===== src/rdc_pkg.sv =====
// Shared constants, types and command codes of the range distinct count unit.
package rdc_pkg;

	// sizes of the element store and the value frequency table
	localparam int ARRAY_DEPTH = 1024;
	localparam int VALUE_COUNT = 1024;

	// field widths
	localparam int IDX_W  = 11;
	localparam int VAL_W  = 10;
	localparam int CNT_W  = 11;
	localparam int FREQ_W = 11;

	// memory address widths
	localparam int EA_W = $clog2(ARRAY_DEPTH);
	localparam int FA_W = $clog2(VALUE_COUNT);

	// command codes of an input item
	localparam logic CMD_LOAD  = 1'b0;
	localparam logic CMD_QUERY = 1'b1;

	typedef enum logic [2:0] {
		ST_CLEAR,
		ST_IDLE,
		ST_STEP,
		ST_FREQ,
		ST_UPD
	} rdc_state_t;

	// controller to datapath
	typedef struct packed {
		logic clear_wr;
		logic load_wr;
		logic query_cap;
		logic err_out;
		logic step;
		logic freq_rd;
		logic upd;
		logic result_out;
	} rdc_cmd_t;

	// datapath to controller
	typedef struct packed {
		logic clear_last;
		logic load_ok;
		logic query_ok;
		logic move_pending;
	} rdc_stat_t;

endpackage


===== src/rdc_ctrl.sv =====
// Controller state machine: clearing pass, item decode and window stepping.
module rdc_ctrl (
	input  logic              clk,
	input  logic              arst_n,
	input  logic              start,
	input  logic              command,
	input  rdc_pkg::rdc_stat_t stat,
	output rdc_pkg::rdc_cmd_t  cmd,
	output logic              busy
);

	rdc_pkg::rdc_state_t state_q;
	rdc_pkg::rdc_state_t state_d;

	// state register
	always_ff @(posedge clk or negedge arst_n) begin
		if (!arst_n) begin
			state_q <= rdc_pkg::ST_CLEAR;
		end else begin
			state_q <= state_d;
		end
	end

	// next state and commands
	always_comb begin
		state_d = state_q;
		cmd     = '0;
		unique case (state_q)
			rdc_pkg::ST_CLEAR: begin
				cmd.clear_wr = 1'b1;
				if (stat.clear_last) begin
					state_d = rdc_pkg::ST_IDLE;
				end
			end
			rdc_pkg::ST_IDLE: begin
				if (start) begin
					if (command == rdc_pkg::CMD_LOAD) begin
						if (stat.load_ok) begin
							cmd.load_wr = 1'b1;
						end else begin
							cmd.err_out = 1'b1;
						end
					end else if (stat.query_ok) begin
						cmd.query_cap = 1'b1;
						state_d       = rdc_pkg::ST_STEP;
					end else begin
						cmd.err_out = 1'b1;
					end
				end
			end
			rdc_pkg::ST_STEP: begin
				if (stat.move_pending) begin
					cmd.step = 1'b1;
					state_d  = rdc_pkg::ST_FREQ;
				end else begin
					cmd.result_out = 1'b1;
					state_d        = rdc_pkg::ST_IDLE;
				end
			end
			rdc_pkg::ST_FREQ: begin
				cmd.freq_rd = 1'b1;
				state_d     = rdc_pkg::ST_UPD;
			end
			rdc_pkg::ST_UPD: begin
				cmd.upd = 1'b1;
				state_d = rdc_pkg::ST_STEP;
			end
			default: begin
				state_d = rdc_pkg::ST_CLEAR;
			end
		endcase
	end

	assign busy = (state_q != rdc_pkg::ST_IDLE);

endmodule


===== config.mk =====
export PLATFORM = sky130hd
export DESIGN_NAME = rdc_ctrl
export DESIGN_NICKNAME = d
export VERILOG_FILES = /design/src/rdc_pkg.sv /design/src/rdc_ctrl.sv
export SDC_FILE = /design/constraint.sdc
export NUM_CORES = 1
export LEC_CHECK = 0
export BUFFER_PORTS_ARGS = -buffer_cell sky130_fd_sc_hd__buf_4
export CAP_MARGIN = 20
export CORE_AREA = 5 5 42 44
export DETAILED_ROUTE_END_ITERATION = 6
export DIE_AREA = 0 0 47 49
export PLACE_DENSITY = 0.43
export SYNTH_ARGS = -nofsm -noshare
export SYNTH_HDL_FRONTEND = slang
export SYNTH_SLANG_ARGS = --single-unit
export TNS_END_PERCENT = 1

===== constraint.sdc =====
create_clock -name clk -period 1.5 [get_ports clk]
set_input_delay 0.3 -clock clk [delete_from_list [all_inputs] [get_ports clk]]
set_output_delay 0.3 -clock clk [all_outputs]
set_load 0.01 [all_outputs]

## Word level (Yosys, flattened, before mapping)

Cells that the tools add are included.

| word-level totals | value |
|---|---|
| bits of input ports | 8 |
| register bits after elaboration | 3 |
| output and inout port bits | 9 |
| word-level logic and storage cells | 34 |

| cells by class | value |
|---|---|
| eq/ne operators | 9 |
| reductions and logical operators | 2 |
| muxes and demuxes | 22 |

Operators with widths:

| cell | number |
|---|---|
| 2-to-1 mux 3 bit | 6 |
| case mux 3 bit (5 select lines) | 1 |
| 2-to-1 mux 1 bit | 14 |
| != test 2 bit, second input constant | 4 |
| equality test 3 x 2 -> 1 bit, second input constant | 2 |
| AND reduction 4 bit | 1 |
| equality test 3 x 1 -> 1 bit, second input constant | 1 |
| equality test 3 bit, second input constant | 1 |
| zero test 3 bit | 1 |
| != test 3 x 1 -> 1 bit, second input constant | 1 |
| 2-to-1 mux 2 bit | 1 |

## Longest topological paths before layout

| logic depth | value |
|---|---|
| word-level depth | 4 |
| depth in mapped cells | 3 |
| depth with buffers taken out | 2 |

## Least setup slack after synthesis

OpenSTA, ideal clock, no wires.

| timing path | value |
|---|---|
| path kind | flip-flop to output port |
| start point | reg state_q[1] |
| end point | out cmd[4] (netlist name) |
| path buffers | 0 |
| stages on the path, launching flop included | 3 |
| slack | 0.221 ns |
| required time | 1.200 ns |
| arrival time | 0.979 ns |
| cell sequence | dfrtp_1 -> nand4bb_1 -> nor3b_1 |

RTL lines:

| what | line | text |
|---|---|---|
| start: declaration | rdc_ctrl.sv:12 | `rdc_pkg::rdc_state_t state_q;` |
| start signal: assignment | rdc_ctrl.sv:18 | `state_q <= rdc_pkg::ST_CLEAR;` |
| start signal: assignment | rdc_ctrl.sv:20 | `state_q <= state_d;` |
| end: declaration | rdc_ctrl.sv:8 | `output rdc_pkg::rdc_cmd_t cmd,` |

## Worst setup path after layout

| timing path | value |
|---|---|
| start point | reg state_q[0] |
| end point | out busy |

| on the way | value |
|---|---|
| word-level cells in the longest chain between the ends | 1 |

Ends and longest elaborated chain:

| what | line | text |
|---|---|---|
| != test 3 x 1 -> 1 bit | rdc_ctrl.sv:74 | `assign busy = (state_q != rdc_pkg::ST_IDLE);` |
| end: declaration | rdc_ctrl.sv:9 | `output logic busy` |

Every way passes these cells.

==> reports/results.ini <==
[global_route]
grt_pass1_wl_microns=1193
antenna_found_initial=0
top_usage_layer=met1
grt.met1_usage=0.09713
use_met3=0.05535
grt_max_degree=9
use_met2=0.08597
grt-ovfl-total=0
grt_pass1_vias=280
grt_usage=0.07475

[clocking]
cts_max_level=1
cts.clk_slew.worst_paths_ns=0.04
cts_tree=done
cts_max_path_buffers=2
root_buffer=clkbuf_4
cts_made_buffers=3
cts.sinks=3
clkLatencyLatePin_ns=0.24

[run_status]
violations=negative setup slack
status=finished, violations left

[critical_path]
critical_path.cell_chain=or3b_4, buf_6
start_kind=register
cpMaxStageDelayCell=dfrtp_2
r2r-start=state_q[1]
end_kind=primary output
critPathLaunch=state_q[0]
crit_fanout=8
cp.required_ns=1.20
crit_type=register to primary output
cp_slowest_stage_delay_ns=0.46
cp.arrival_ns=1.25

[timing]
layout_setup_ws_ns=-0.05224
clock.fmax_ghz=0.6442
worstMarginPinSlew_ns=0.2181
post-route-min-period_ns=1.552
setup_viol=4
relSlewSlack=0.8541
final_max_slew_viol_count=0
whs_ns=0.3593
clock_skew_ns=0.004158
hold_viol_final=0
fin_crit_sh=1.035
rsz0062_at_grt=yes

[synthesis]
syn_area_sq_um=235.2
yosys_warnings=0
yosysUniqueCellTypes=17
synth_fp_nets=30
seq_area_frac_synth=0.3191
yosys_register_bits=3
syn_avg_cell_area_sq_um=10.69
synthCells=22

[detailed_routing]
drtPass1Iterations=4
drc=0
wire_per_inst_microns=13.15
first_iter_violations=9
vias=282
vias_per_cell=4.548
wirelength_microns=815
route.antenna.remaining_nets=0

[floorplan]
start_util=0.1679
row_count=14
die_x_microns=47
die-area_sq_mm=0.002303
io_pins=17
die_h_microns=49
coreArea_sq_mm=0.001401

[power]
switching_share=0.3509
power_density_mw_per_mm2=1527
sequentialPowerShare=0.245
power_frac_comb=0.552
internal_power_mw=0.4738
total_power_mw=0.7299
vdd_drop_max_v=0.0005038
power.leakage_nw=0.2233
p_sw_mw=0.2561
p_clk_frac=0.203

[cells_and_area]
largest-register=state_q
largest_reg_flops=3
diodes=0
nFillCells=146
largestRegisters=state_q (3)
fin_nets=55
syn2layout_area_growth_pct=103.2
drive_gt1_frac=0.7609

[placed_design]
place_hpwl_microns=538.7
portBuffers=16
gp_congestion=0.7436

[min_path]
hp-start=stat[1]
hp-class=input pin to register

[job]
maxCapViolCount=0

-- through the flow --
step,cell area [sq um],util,setup slack [ns],instances,setup TNS [ns]
after floorplan,235.2,-,0.2213,22,0
after global placement,364.1,0.2598,0.1479,53,0
after detailed placement,364.1,0.2598,0.08500,53,0
after CTS,478.0,0.3411,-0.04721,62,-0.1075
after global routing,478.0,0.3411,-0.1201,62,-0.3866
final,478.0,0.3411,-0.05224,62,-0.1134
-- synth_stat cells --
master,n,area (sq um)
and3b_2,2,20.02
nor3_1,1,5.000
o32ai_1,1,8.760
nand2_1,1,3.750
nor2_1,2,7.510
nor4b_1,1,8.760
or3b_1,1,8.760
nor2b_1,1,6.260
and2_2,1,7.510
a311o_1,1,10.01
buf_6,1,11.26
dfrtp_1,3,75.07
and4bb_1,2,25.02
nor3b_2,1,12.51
nand4bb_1,1,11.26
and3_1,1,6.260
nor3b_1,1,7.510
-- cells by family (layout without fill, tap and decap cells) --
kind of cell,Yosys count,after routing,synth area share
and+or+nand+nor,16,16,0.5532
DFF,3,3,0.3191
AOI/OAI and AO/OA,2,2,0.07980
buffers and inverters,1,25,0.04787
-- final timing paths --
path                              end  slack [ns]  cells after the start
max reg2reg                state_q[1]        0.25                      3
max                              busy       -0.05                      2
max in group asynchronous  state_q[1]        1.01                      2
min                        state_q[1]        0.36                      2
min in group asynchronous  state_q[0]        0.38                      2
min reg2reg                state_q[2]        0.62                      1
-- layer usage --
layer	wire length, microns	vias up
met5	0	-
met4	12	0
met3	114	2
met2	305	20
met1	383	124
li1	-	136
-- worst max-delay path, delay by kind of cell, from the launching register on --
| kind | cells | cell delay, ns |
|---|---|---|
| AND/OR/NAND/NOR | 1 | 0.42 |
| buffers and inverters | 1 | 0.13 |
| flip-flops | 1 | 0.46 |
-- what timing repair did --
item / in CTS / in global routing
setup endpoints to repair: 5 / 9
buffers inserted: 4 / 0
pin swaps: 3 / 1
resized for setup: 11 / 0
hold buffers: 1 / 0
endpoints found under the hold margin: 3 / 0
-- area by class of cell --
| type | instances | area, sq um | share of cell area |
|---|---|---|---|
| multi-input cells | 18 | 185.2 | 0.3874 |
| repair buffers | 21 | 167.7 | 0.3508 |
| flip-flops and latches | 3 | 78.83 | 0.1649 |
| clock buffers | 4 | 26.28 | 0.05497 |
| well taps | 16 | 20.02 | 0.04188 |
-- placed cells by master (no fill, tap or decap) --
master / count
nand4bb_4: 1
or3b_4: 1
buf_4: 18
and3_1: 1
nor2b_1: 1
nor4b_2: 1
and2_4: 1
a311o_1: 1
dlygate4sd3_1: 1
nor3b_2: 2
buf_6: 2
clkbuf_4: 3
clkbuf_1: 1
dfrtp_2: 3
and4bb_1: 2
nand2_1: 1
and3b_2: 2
nor3_2: 1
nor2_1: 2
o32ai_1: 1
-- power groups by stage --
| stage | clock, mW | combinational [mW] | sequential [mW] |
|---|---|---|---|
| final | 0.148 | 0.403 | 0.179 |
| after floorplan | 0 | 0.194 | 0.135 |
| after global placement | 0 | 0.267 | 0.171 |
| after detailed placement | 0 | 0.267 | 0.175 |
| after CTS | 0.150 | 0.404 | 0.176 |
| after global routing | 0.158 | 0.434 | 0.183 |
Power figures use the tool's default switching activity.
